--- src/sv/ifmt_pkg.sv ---
// integer field formatter: shared constants, codes, layout struct and digit lookup
// used by every module of the block; no dependencies
`default_nettype none

package ifmt_pkg;

    localparam int MAX_WIDTH    = 32;
    localparam int RESULT_LIMIT = 32;
    localparam int FIELD_CAP    = (MAX_WIDTH < RESULT_LIMIT) ? MAX_WIDTH : RESULT_LIMIT;

    localparam int VALUE_W    = 64;
    localparam int NUM_DIGITS = 22;   // enough for 64 bits in octal
    localparam int DIG_IDX_W  = 5;
    localparam int DIG_CNT_W  = 5;
    localparam int POS_W      = 6;
    localparam int BIT_CNT_W  = 6;

    localparam logic [7:0] CH_ZERO  = 8'h30;
    localparam logic [7:0] CH_SPACE = 8'h20;
    localparam logic [7:0] CH_PLUS  = 8'h2B;
    localparam logic [7:0] CH_MINUS = 8'h2D;
    localparam logic [7:0] CH_X     = 8'h78;

    localparam logic [7:0] HEX_UPPER [16] = '{
        8'h30, 8'h31, 8'h32, 8'h33, 8'h34, 8'h35, 8'h36, 8'h37,
        8'h38, 8'h39, 8'h41, 8'h42, 8'h43, 8'h44, 8'h45, 8'h46
    };
    localparam logic [7:0] HEX_LOWER [16] = '{
        8'h30, 8'h31, 8'h32, 8'h33, 8'h34, 8'h35, 8'h36, 8'h37,
        8'h38, 8'h39, 8'h61, 8'h62, 8'h63, 8'h64, 8'h65, 8'h66
    };

    typedef enum logic [2:0] {
        CONV_SDEC   = 3'd0,
        CONV_UDEC   = 3'd1,
        CONV_HEX_LO = 3'd2,
        CONV_HEX_UP = 3'd3,
        CONV_OCT    = 3'd4,
        CONV_PTR    = 3'd5
    } conv_t;

    typedef enum logic [1:0] {
        RADIX_DEC,
        RADIX_HEX,
        RADIX_OCT
    } radix_t;

    typedef enum logic [1:0] {
        ST_IDLE,
        ST_CONV,
        ST_LAYOUT,
        ST_EMIT
    } state_t;

    typedef struct packed {
        logic             prefix;
        logic             sign_en;
        logic [7:0]       sign_char;
        logic [7:0]       fill_char;
        logic             upper;
        logic [POS_W-1:0] sign_pos;
        logic [POS_W-1:0] dig_start;
        logic [POS_W-1:0] dig_end;
        logic [POS_W-1:0] total;
    } layout_t;

    function automatic logic [7:0] digit_char(input logic [3:0] d, input logic upper);
        return upper ? HEX_UPPER[d] : HEX_LOWER[d];
    endfunction

endpackage

`default_nettype wire

--- src/sv/integer_field_formatter_core.sv ---
// integer field formatter top level: request capture, magnitude, field layout and
// control sequencer; instantiates ifmt_conv and ifmt_emit, depends on ifmt_pkg
//
// usage
//   s_ channel: one request per formatted integer (conversion, 64-bit value, field
//   width, zero-pad, left-align and plus flags), valid/ready handshake.
//   m_ channel: the ascii characters of the field, first character first, one per
//   handshake, m_last high on the final one.
//   a request is captured, converted bit-serially (one operand bit per cycle through
//   the digit cells), flagged done by the converter and laid out in the layout
//   state; the character sequencer then starts and loads the characters one at a
//   time into the output register.
//   s_ready is high only between requests; a request with an unused conversion
//   code is taken and dropped, and s_ready stays high.
//   the next request is taken as soon as the last character sits in the output
//   register, so its conversion overlaps the receiver taking that character.
//   while m_ready is low the current character holds and the sequencer waits.
//   reset (aresetn low, synchronous) drops any request in progress and clears
//   m_valid; the data registers are not reset.
`default_nettype none

module integer_field_formatter_core
    import ifmt_pkg::*;
(
    input  wire logic         aclk,
    input  wire logic         aresetn,
    input  wire logic         s_valid,
    output logic              s_ready,
    input  wire logic [2:0]   s_conversion,
    input  wire logic [63:0]  s_value,
    input  wire logic [5:0]   s_field_width,
    input  wire logic         s_zero_pad,
    input  wire logic         s_left_align,
    input  wire logic         s_plus_sign,
    output logic              m_valid,
    input  wire logic         m_ready,
    output logic [7:0]        m_character,
    output logic              m_last
);

    state_t               state_reg, state_next;
    logic [2:0]           conv_reg;
    logic [POS_W-1:0]     width_reg;
    logic                 zpad_reg;
    logic                 left_reg;
    logic                 plus_reg;
    logic                 neg_reg;

    logic                 accept;
    logic                 code_ok;
    logic                 start_conv;
    logic [VALUE_W-1:0]   mag_in;
    radix_t               radix_in;
    logic                 conv_done;
    logic [DIG_CNT_W-1:0] ndig;
    logic [DIG_IDX_W-1:0] rd_idx;
    logic [3:0]           rd_digit;
    logic                 emit_start;
    logic                 emit_done;
    layout_t              layout;
    logic [POS_W-1:0]     ndig_w;
    logic [POS_W-1:0]     numlen;
    logic [POS_W-1:0]     total;
    logic [POS_W-1:0]     pad;

    assign s_ready    = (state_reg == ST_IDLE);
    assign accept     = s_valid && s_ready;
    assign code_ok    = (s_conversion <= CONV_PTR);
    assign start_conv = accept && code_ok;

    assign mag_in = (s_conversion == CONV_SDEC && s_value[VALUE_W-1])
                  ? (~s_value + VALUE_W'(1)) : s_value;

    always_comb begin
        unique case (s_conversion) inside
            CONV_HEX_LO, CONV_HEX_UP, CONV_PTR: radix_in = RADIX_HEX;
            CONV_OCT:                           radix_in = RADIX_OCT;
            default:                            radix_in = RADIX_DEC;
        endcase
    end

    always_ff @(posedge aclk) begin
        if (start_conv) begin
            conv_reg  <= s_conversion;
            width_reg <= (s_field_width > POS_W'(FIELD_CAP)) ? POS_W'(FIELD_CAP)
                                                              : s_field_width;
            zpad_reg  <= s_zero_pad;
            left_reg  <= s_left_align;
            plus_reg  <= s_plus_sign;
            neg_reg   <= (s_conversion == CONV_SDEC) && s_value[VALUE_W-1];
        end
    end

    // field layout: sign position, digit window and fill character
    always_comb begin
        layout.prefix    = (conv_reg == CONV_PTR);
        layout.sign_en   = (conv_reg == CONV_SDEC) && (neg_reg || plus_reg);
        layout.sign_char = neg_reg ? CH_MINUS : CH_PLUS;
        layout.upper     = (conv_reg == CONV_HEX_UP);
        ndig_w           = POS_W'(ndig);
        numlen           = ndig_w + POS_W'(layout.sign_en);
        if (conv_reg == CONV_PTR) begin
            total = ndig_w + POS_W'(2);
        end else begin
            total = (width_reg > numlen) ? width_reg : numlen;
        end
        pad              = total - numlen;
        layout.total     = total;
        layout.fill_char = CH_SPACE;
        layout.sign_pos  = '0;
        layout.dig_start = total - ndig_w;
        layout.dig_end   = total;
        if (conv_reg == CONV_PTR) begin
            layout.dig_start = POS_W'(2);
        end else if (left_reg) begin
            layout.dig_start = POS_W'(layout.sign_en);
            layout.dig_end   = numlen;
        end else if (zpad_reg) begin
            layout.fill_char = CH_ZERO;
        end else begin
            layout.sign_pos  = pad;
        end
    end

    always_ff @(posedge aclk) begin
        if (!aresetn) begin
            state_reg <= ST_IDLE;
        end else begin
            state_reg <= state_next;
        end
    end

    always_comb begin
        state_next = state_reg;
        emit_start = 1'b0;
        unique case (state_reg)
            ST_IDLE: begin
                if (start_conv) begin
                    state_next = ST_CONV;
                end
            end
            ST_CONV: begin
                if (conv_done) begin
                    state_next = ST_LAYOUT;
                end
            end
            ST_LAYOUT: begin
                emit_start = 1'b1;
                state_next = ST_EMIT;
            end
            ST_EMIT: begin
                if (emit_done) begin
                    state_next = ST_IDLE;
                end
            end
            default: state_next = ST_IDLE;
        endcase
    end

    ifmt_conv u_conv (
        .aclk     (aclk),
        .aresetn  (aresetn),
        .start    (start_conv),
        .mag      (mag_in),
        .radix    (radix_in),
        .done     (conv_done),
        .ndig     (ndig),
        .rd_idx   (rd_idx),
        .rd_digit (rd_digit)
    );

    ifmt_emit u_emit (
        .aclk        (aclk),
        .aresetn     (aresetn),
        .start       (emit_start),
        .layout      (layout),
        .rd_idx      (rd_idx),
        .rd_digit    (rd_digit),
        .done        (emit_done),
        .m_valid     (m_valid),
        .m_ready     (m_ready),
        .m_character (m_character),
        .m_last      (m_last)
    );

endmodule

`default_nettype wire

--- src/sv/ifmt_conv.sv ---
// integer field formatter: bit-serial radix converter, one operand bit per cycle
// into a chain of digit cells (double dabble for decimal); depends on ifmt_pkg
`default_nettype none

module ifmt_conv
    import ifmt_pkg::*;
(
    input  wire logic                 aclk,
    input  wire logic                 aresetn,
    input  wire logic                 start,
    input  wire logic [VALUE_W-1:0]   mag,
    input  wire radix_t               radix,
    output logic                      done,
    output logic [DIG_CNT_W-1:0]      ndig,
    input  wire logic [DIG_IDX_W-1:0] rd_idx,
    output logic [3:0]                rd_digit
);

    logic [VALUE_W-1:0]   shift_reg;
    logic [3:0]           digit_reg  [NUM_DIGITS];
    logic [3:0]           digit_next [NUM_DIGITS];
    logic [BIT_CNT_W-1:0] bit_cnt_reg;
    logic [DIG_CNT_W-1:0] ndig_reg;
    radix_t               radix_reg;
    logic                 busy_reg;
    logic                 done_reg;
    logic                 carry;
    logic [3:0]           adj;
    logic                 grow;

    // every cell's carry out comes from its old value only, so the chain is flat
    always_comb begin
        carry = shift_reg[VALUE_W-1];
        adj   = '0;
        for (int i = 0; i < NUM_DIGITS; i++) begin
            unique case (radix_reg)
                RADIX_DEC: begin
                    adj           = (digit_reg[i] >= 4'd5) ? digit_reg[i] + 4'd3 : digit_reg[i];
                    digit_next[i] = {adj[2:0], carry};
                    carry         = adj[3];
                end
                RADIX_OCT: begin
                    digit_next[i] = {1'b0, digit_reg[i][1:0], carry};
                    carry         = digit_reg[i][2];
                end
                default: begin
                    digit_next[i] = {digit_reg[i][2:0], carry};
                    carry         = digit_reg[i][3];
                end
            endcase
        end
    end

    // significant digits grow by at most one per shifted bit
    assign grow = (ndig_reg < DIG_CNT_W'(NUM_DIGITS))
               && (digit_next[ndig_reg[DIG_IDX_W-1:0]] != 4'd0);

    assign ndig     = (ndig_reg == '0) ? DIG_CNT_W'(1) : ndig_reg;
    assign rd_digit = (rd_idx < DIG_IDX_W'(NUM_DIGITS)) ? digit_reg[rd_idx] : 4'd0;
    assign done     = done_reg;

    always_ff @(posedge aclk) begin
        if (!aresetn) begin
            busy_reg <= 1'b0;
            done_reg <= 1'b0;
        end else begin
            done_reg <= 1'b0;
            if (start) begin
                busy_reg <= 1'b1;
            end else if (busy_reg && bit_cnt_reg == '1) begin
                busy_reg <= 1'b0;
                done_reg <= 1'b1;
            end
        end
    end

    always_ff @(posedge aclk) begin
        if (start) begin
            shift_reg   <= mag;
            radix_reg   <= radix;
            bit_cnt_reg <= '0;
            ndig_reg    <= '0;
            for (int i = 0; i < NUM_DIGITS; i++) begin
                digit_reg[i] <= 4'd0;
            end
        end else if (busy_reg) begin
            shift_reg   <= {shift_reg[VALUE_W-2:0], 1'b0};
            bit_cnt_reg <= bit_cnt_reg + BIT_CNT_W'(1);
            ndig_reg    <= ndig_reg + DIG_CNT_W'(grow);
            for (int i = 0; i < NUM_DIGITS; i++) begin
                digit_reg[i] <= digit_next[i];
            end
        end
    end

endmodule

`default_nettype wire

--- src/sv/ifmt_emit.sv ---
// integer field formatter: character sequencer and output register, one character
// per cycle unless stalled, from layout and digit cells; depends on ifmt_pkg
`default_nettype none

module ifmt_emit
    import ifmt_pkg::*;
(
    input  wire logic                 aclk,
    input  wire logic                 aresetn,
    input  wire logic                 start,
    input  wire layout_t              layout,
    output logic [DIG_IDX_W-1:0]      rd_idx,
    input  wire logic [3:0]           rd_digit,
    output logic                      done,
    output logic                      m_valid,
    input  wire logic                 m_ready,
    output logic [7:0]                m_character,
    output logic                      m_last
);

    layout_t          lay_reg;
    logic [POS_W-1:0] pos_reg;
    logic             busy_reg;
    logic             m_valid_reg;
    logic [7:0]       m_char_reg;
    logic             m_last_reg;
    logic [POS_W-1:0] dig_off;
    logic [7:0]       ch;
    logic             is_last;
    logic             load;

    // digits leave most significant first, so the cell index counts down
    assign dig_off = lay_reg.dig_end - POS_W'(1) - pos_reg;
    assign rd_idx  = dig_off[DIG_IDX_W-1:0];

    always_comb begin
        if (lay_reg.prefix && pos_reg == POS_W'(0)) begin
            ch = CH_ZERO;
        end else if (lay_reg.prefix && pos_reg == POS_W'(1)) begin
            ch = CH_X;
        end else if (lay_reg.sign_en && pos_reg == lay_reg.sign_pos) begin
            ch = lay_reg.sign_char;
        end else if (pos_reg >= lay_reg.dig_start && pos_reg < lay_reg.dig_end) begin
            ch = digit_char(rd_digit, lay_reg.upper);
        end else begin
            ch = lay_reg.fill_char;
        end
    end

    assign is_last = (pos_reg == lay_reg.total - POS_W'(1));
    assign load    = busy_reg && (!m_valid_reg || m_ready);
    assign done    = load && is_last;

    assign m_valid     = m_valid_reg;
    assign m_character = m_char_reg;
    assign m_last      = m_last_reg;

    always_ff @(posedge aclk) begin
        if (!aresetn) begin
            busy_reg    <= 1'b0;
            pos_reg     <= '0;
            m_valid_reg <= 1'b0;
        end else begin
            if (start) begin
                busy_reg <= 1'b1;
                pos_reg  <= '0;
            end else if (load) begin
                pos_reg <= pos_reg + POS_W'(1);
                if (is_last) begin
                    busy_reg <= 1'b0;
                end
            end
            if (load) begin
                m_valid_reg <= 1'b1;
            end else if (m_ready) begin
                m_valid_reg <= 1'b0;
            end
        end
    end

    always_ff @(posedge aclk) begin
        if (start) begin
            lay_reg <= layout;
        end
        if (load) begin
            m_char_reg <= ch;
            m_last_reg <= is_last;
        end
    end

endmodule

`default_nettype wire

--- config.mk ---
export PLATFORM = sky130hd
export DESIGN_NAME = integer_field_formatter_core
export DESIGN_NICKNAME = d
export VERILOG_FILES = /design/src/sv/ifmt_pkg.sv /design/src/sv/integer_field_formatter_core.sv /design/src/sv/ifmt_conv.sv /design/src/sv/ifmt_emit.sv
export SDC_FILE = /design/constraint.sdc
export NUM_CORES = 1
export LEC_CHECK = 0
export BUFFER_PORTS_ARGS = -buffer_cell sky130_fd_sc_hd__buf_4
export CAP_MARGIN = 15
export CORE_UTILIZATION = 65
export DETAILED_ROUTE_END_ITERATION = 8
export PLACE_DENSITY = 0.9
export RECOVER_POWER = 100
export SKIP_CTS_REPAIR_TIMING = 1
export SKIP_LAST_GASP = 1
export SYNTH_ARGS = -nofsm -noshare
export SYNTH_HDL_FRONTEND = slang
export SYNTH_SLANG_ARGS = --single-unit
export TNS_END_PERCENT = 30
--- constraint.sdc ---
create_clock -name aclk -period 17.8 [get_ports aclk]
set_clock_uncertainty 0.2 [all_clocks]
set_input_delay 3.56 -clock aclk [delete_from_list [all_inputs] [get_ports aclk]]
set_output_delay 3.56 -clock aclk [all_outputs]
set_load 0.01 [all_outputs]
==> summary.txt, run 1 <==
die area: 24700 um^2
CTS tree: built
Achievable Freq: 0.0958 GHz
initial antenna violation count: 0
peak supply drop: 0.000110 V
initial DRC count: 1479
Sink Count: 228
total global-route track usage: 31.0%
maxcap violations: 6
1st-pass router iterations: 6
Final Cycle Share: 58.6%
Seq/Total Area, Yosys: 42.2%
Mapped Cells: 1642
Die Y: 157 um
slowest stage cell, crit path: clkbuf_1
total wire length: 38300 um
row count: 56
layout cells sized above 1: 9.72%
Vias/cell: 6.43
vias in the first global route: 12700
post-route minimum period: 10440 ps
Final GP Congestion: 0.955
grt ovf: 0
Synth Net Count: 1813
Hold Path Origin: u_conv.bit_cnt_reg[5]
placed cell areas: 16600 um^2
failing checks: max-capacitance violations, max-slew violations
Syn. warnings: 0
clk slew on worst S/H paths: 60 ps
WL/cell: 18.8 um
Synth Register Bits: 228
Port Buffers: 89
Worst EP arrival: 10270 ps
largest net degree at the start of global routing: 113
H-tree depth: 1
Core Util, Final: 73.4%
number of flip-flops in the largest register: 88
Post-synth EDFFs: 205
max incr delay on CP: 3200 ps
Syn-to-layout area delta: 10.3%
pwr/cell area: 162 nW/um^2
vias: 13100
max-slew headroom at the worst pin: -190%
Sum Neg Setup Slack: 0 ps
Initial Util: 66.6%
HPWL after DPL: 26000 um
Required @ worst endpoint: 17630 ps
Chip Width: 157 um
crit-path cells: clkbuf_1, nand2_1, nand3_1, nand2b_1, clkbuf_1
nets: 1870
kind of critical path: in -> reg
Num CTS Buffers: 26
CP most frequent cell: clkbuf_1
crit path launch type: input pin
post-route cell area: 17300 um^2
number of setup violations in the final report: 0
status: finished, violations left
DRC Markers: 0
Final Hold Vio Count: 0
Tightest Pin Transition: 4340 ps
reg-to-reg slack, setup: 9940 ps
share of flip-flops with an asynchronous set or reset: 0%
crit end category: register
clock tree buffer depth: 3
Routed Antenna Nets: 0
first-pass GRT wire length: 61300 um
Max FO, Critical Path: 77
Hold WC Path Type: reg -> reg
IO Pins: 91
Final Non-Filler Cells: 2037
RSZ-0062 raised after global routing: false
hold slack final: 279 ps
syn_area_per_cell: 9.54 um^2
LEAKAGE: 6.61 nW
CP top delay family: buffers and inverters
Core ar.: 23500 um^2
Buf/Inv on CP: 2
worst r2r src: state_reg[0]
Final WS setup: 7360 ps
PnR Total Power: 2.79 mW
DP Worst Slack: 10780 ps
clk_lat worst skew: 540 ps
Synth cell types: 82
n_diodes: 0
dpl cells: 1990
start point of the critical path: s_conversion[2]
Synth Flop Type: edfxtp_1
CTS Root Cell: clkbuf_16
Post-Syn Area: 15700 um^2
max-slew violation count: 416
[worst register-to-register path, cell delays in order, from the launching register on]
cell and delay, ps:
dfxtp_1 340, inv_1 100, ha_1 250, nand3_1 580, nand2b_1 2620, clkbuf_1 3210
[final timing paths]
| kind | endpoint | cells after the start |
|---|---|---|
| setup / recovery | u_conv.digit_reg[3][3] | 5 |
| hold / removal | u_conv.done | 2 |
| setup reg to reg | u_conv.digit_reg[3][3] | 5 |
| hold reg to reg | u_conv.done | 2 |
[power breakdown]
group	internal (mW)	leakage (nW)	switching, mW	total [mW]
registers	0.871	2.20	0.169	1.04
logic	0.480	3.99	0.717	1.20
clock network	0.338	0.428	0.219	0.557
total	1.69	6.61	1.11	2.79
[per-layer routing]
metal / up-vias / routed length (um) / global-route usage (%) / share of wire [%]
met5: - / 0 / 0 / 0
met4: 0 / 1450 / 13.5 / 3.8
met3: 143 / 3650 / 5.12 / 9.5
met2: 729 / 18200 / 52.1 / 48
met1: 6181 / 15000 / 39.6 / 39
li1: 6053 / - / - / -
[cell usage after synthesis (27+ instances only)]
cell / number / share of area, %
nor2_1: 211 / 5.1
nand2_1: 131 / 3.1
inv_1: 108 / 2.6
nand2b_1: 31 / 1.2
xnor2_1: 72 / 4.0
a21oi_1: 136 / 4.3
a211oi_1: 27 / 1.3
o21ai_0: 125 / 4.0
ha_1: 88 / 7.0
clkbuf_1: 54 / 1.3
edfxtp_1: 205 / 39
xor2_1: 52 / 2.9
[cell usage in the layout (no fill, tap or decap), types with 5 or more instances in the layout]
cell / n
a211oi_1: 28
a21o_1: 10
a21oi_1: 136
a31oi_1: 8
a32oi_1: 7
and3_1: 9
buf_4: 77
clkbuf_1: 25
clkbuf_16: 27
clkinv_1: 10
dfxtp_1: 23
edfxtp_1: 205
ha_1: 88
inv_1: 109
mux2_2: 5
mux2i_1: 24
mux4_2: 26
nand2_1: 130
nand2b_1: 31
nand3_1: 26
nand4_1: 18
nor2_1: 211
nor2b_1: 21
nor3_1: 19
nor3b_1: 12
nor4_1: 10
nor4b_1: 18
o21a_1: 12
o21ai_0: 129
o31a_1: 8
o31ai_1: 21
o41ai_1: 8
or3_1: 8
or4_1: 5
xnor2_1: 72
xor2_1: 52
[logic make-up after synthesis]
group / count (synthesis) / synth area share, %
simple gates: 545 / 17.1
compound gates: 409 / 15.8
flops: 228 / 42.2
buf+inv: 185 / 4.54
xor+xnor: 125 / 7.07
fa+ha+maj: 94 / 7.60
mux: 55 / 5.63
other cells: 1 / 0.0239
[area by class of cell]
class / instances / area, um^2
clock buffers: 34 / 712
clock inverters: 13 / 163
fillers: 1616 / 6250
inverters: 114 / 428
multi-input cells: 1229 / 8290
flip-flops and latches: 228 / 6620
well taps: 319 / 399
repair buffers: 100 / 679
Power figures use the tool's default switching activity.
==> run 2, diff against run 1 <==
--- a/config.mk
+++ b/config.mk
@@ -7,9 +7,9 @@
 export LEC_CHECK = 0
 export BUFFER_PORTS_ARGS = -buffer_cell sky130_fd_sc_hd__buf_4
 export CAP_MARGIN = 15
-export CORE_UTILIZATION = 65
+export CORE_UTILIZATION = 56
 export DETAILED_ROUTE_END_ITERATION = 8
-export PLACE_DENSITY = 0.9
+export PLACE_DENSITY = 0.83
 export RECOVER_POWER = 100
 export SKIP_CTS_REPAIR_TIMING = 1
 export SKIP_LAST_GASP = 1
==> constraint.sdc (replaced) <==
create_clock -name aclk -period 8.65 [get_ports aclk]
set_clock_uncertainty 0.2 [all_clocks]
set_input_delay 1.73 -clock aclk [delete_from_list [all_inputs] [get_ports aclk]]
set_output_delay 1.73 -clock aclk [all_outputs]
set_load 0.01 [all_outputs]
==> summary.txt, run 2 (synthesized netlist as in run 1, its figures left out) <==
status: finished, violations left (unchanged)
failing checks: max-capacitance violations, max-slew violations (unchanged)
reg2reg end: u_conv.ndig_reg[4] (was u_conv.digit_reg[3][3])
pwr/cell area: 325 nW/um^2 (was 162 nW/um^2)
start point of the critical path: u_conv.radix_reg[1] (was s_conversion[2])
crit-path cells: clkbuf_1, inv_1, nand2_1, nor2_1, and3_1, a21oi_1, o221ai_1, a211oi_1, o31ai_1, o221ai_1, ha_1, ha_1, nand4_1, xnor2_1, nor2_1 (was clkbuf_1, nand2_1, nand3_1, nand2b_1, clkbuf_1)
Sink Count: 228 (unchanged)
Final Cycle Share: 84.1%
Worst EP arrival: 7460 ps (was 10270 ps)
HPWL after DPL: 26300 um (was 26000 um)
die area: 28700 um^2 (was 24700 um^2)
vias in the first global route: 12200 (was 12700)
clk slew on worst S/H paths: 70 ps (was 60 ps)
hold slack final: 282 ps (was 279 ps)
H-tree depth: 1 (unchanged)
total global-route track usage: 26.2% (was 31.0%)
Max FO, Critical Path: 53 (was 77)
vias: 12700 (was 13100)
Final GP Congestion: 0.965 (was 0.955)
first-pass GRT wire length: 60500 um (was 61300 um)
DRC Markers: 0 (unchanged)
row count: 60 (was 56)
Port Buffers: 89 (unchanged)
clock tree buffer depth: 3 (unchanged)
RSZ-0062 raised after global routing: false (unchanged)
most common cell after layout, fill and taps aside: nor2_1 (unchanged)
maxcap violations: 6 (unchanged)
WL/cell: 17.9 um (was 18.8 um)
Routed Antenna Nets: 0 (unchanged)
Hold Path Origin: neg_reg (was u_conv.bit_cnt_reg[5])
nets: 1872 (was 1870)
max-slew violation count: 445 (was 416)
Initial Util: 57.7% (was 66.6%)
worst r2r src: u_conv.radix_reg[1] (was state_reg[0])
Chip Width: 169 um (was 157 um)
n_diodes: 0 (unchanged)
max incr delay on CP: 1910 ps (was 3200 ps)
largest net degree at the start of global routing: 130 (was 113)
peak supply drop: 0.000169 V (was 0.000110 V)
Die Y: 169 um (was 157 um)
Syn-to-layout area delta: 10.8% (was 10.3%)
Achievable Freq: 0.137 GHz
Tightest Pin Transition: 4250 ps (was 4340 ps)
IO Pins: 91 (unchanged)
CP Depth: 15 (was 5)
number of flip-flops in the largest register: 88 (unchanged)
layout cells sized above 1: 10.0% (was 9.72%)
total wire length: 37400 um (was 38300 um)
Final Hold Vio Count: 0 (unchanged)
Hold WC Path Type: reg -> reg (unchanged)
CP top delay family: buffers and inverters (unchanged)
number of setup violations in the final report: 0 (unchanged)
CTS Root Cell: clkbuf_16 (unchanged)
max-slew headroom at the worst pin: -183% (was -190%)
reg-to-reg slack, setup: 1380 ps (was 9940 ps)
initial antenna violation count: 0 (unchanged)
grt ovf: 0 (unchanged)
Required @ worst endpoint: 8830 ps (was 17630 ps)
initial DRC count: 1082 (was 1479)
slowest stage cell, crit path: clkbuf_1 (unchanged)
post-route minimum period: 7270 ps
kind of critical path: reg -> reg (was in -> reg)
crit end category: register (unchanged)
CTS tree: built (unchanged)
Core ar.: 27200 um^2 (was 23500 um^2)
hold depth: 0 (was 2)
reg2reg path depth: 15 (was 5)
Num CTS Buffers: 27 (was 26)
clk_lat worst skew: 550 ps (was 540 ps)
crit path launch type: register (was input pin)
LEAKAGE: 6.60 nW (was 6.61 nW)
hold worst-path end: u_emit.lay_reg[35] (was u_conv.done)
1st-pass router iterations: 5 (was 6)
Buf/Inv on CP: 2 (unchanged)
Vias/cell: 6.07 (was 6.43)
Sum Neg Setup Slack: 0 ps (unchanged)
most frequent cells in the layout: nor2_1 (211), edfxtp_1 (205), a21oi_1 (136) (unchanged)
-- run 2: changes by cell type in the layout (fill, tap and decap cells not counted), moves of 2 or more --
cell       delta
or4_4         +2
nor4_4        +2
or4_1         -2
bufinv_16     -3
clkbuf_1      +4
nor4_1        -3
clkbuf_2      +2
clkinv_1      -3
-- run 2: report_power, final --
part	switching, mW	total, mW	internal (mW)
logic	1.43	2.42	0.986
registers	0.351	2.13	1.78
clock network	0.453	1.09	0.638
-- run 2: how the worst max path moves through the flow --
stage	to
floorplan	u_conv.digit_reg[0][0]
global placement	u_emit.lay_reg[23]
detailed placement	u_emit.lay_reg[23]
CTS	u_emit.lay_reg[23]
global route	u_conv.ndig_reg[4]
finish	u_conv.ndig_reg[4]
-- run 2: through the flow --
| stage | utilization, % | power, mW | cell area [um^2] | worst slack (ps) | cells |
|---|---|---|---|---|---|
| floorplan | - | 3.86 | 15700 | 2240 | 1642 |
| global placement | 61.2 | 4.39 | 16600 | 2190 | 2043 |
| detailed placement | 61.2 | 4.51 | 16600 | 2080 | 2043 |
| CTS | 64.2 | 5.60 | 17500 | 2040 | 2091 |
| global route | 63.9 | 6.01 | 17400 | 1130 | 2092 |
| finish | 63.9 | 5.65 | 17400 | 1380 | 2092 |
-- run 2: routing by layer --
layer | track usage [%] | vias to the layer above | part of all wire [%]
met5 | 0 | - | 0
met4 | 9.13 | 0 | 2.7
met3 | 4.36 | 91 | 9.0
met2 | 43.3 | 573 | 46
met1 | 34.9 | 5973 | 42
li1 | - | 6055 | -
-- run 2: cell type report --
cell class / instances / area, um^2
clock buffers: 41 / 769
clock inverters: 7 / 60.1
fillers: 2192 / 9810
inverters: 114 / 428
multi-input cells: 1229 / 8340
flip-flops and latches: 228 / 6620
well taps: 372 / 465
repair buffers: 101 / 686
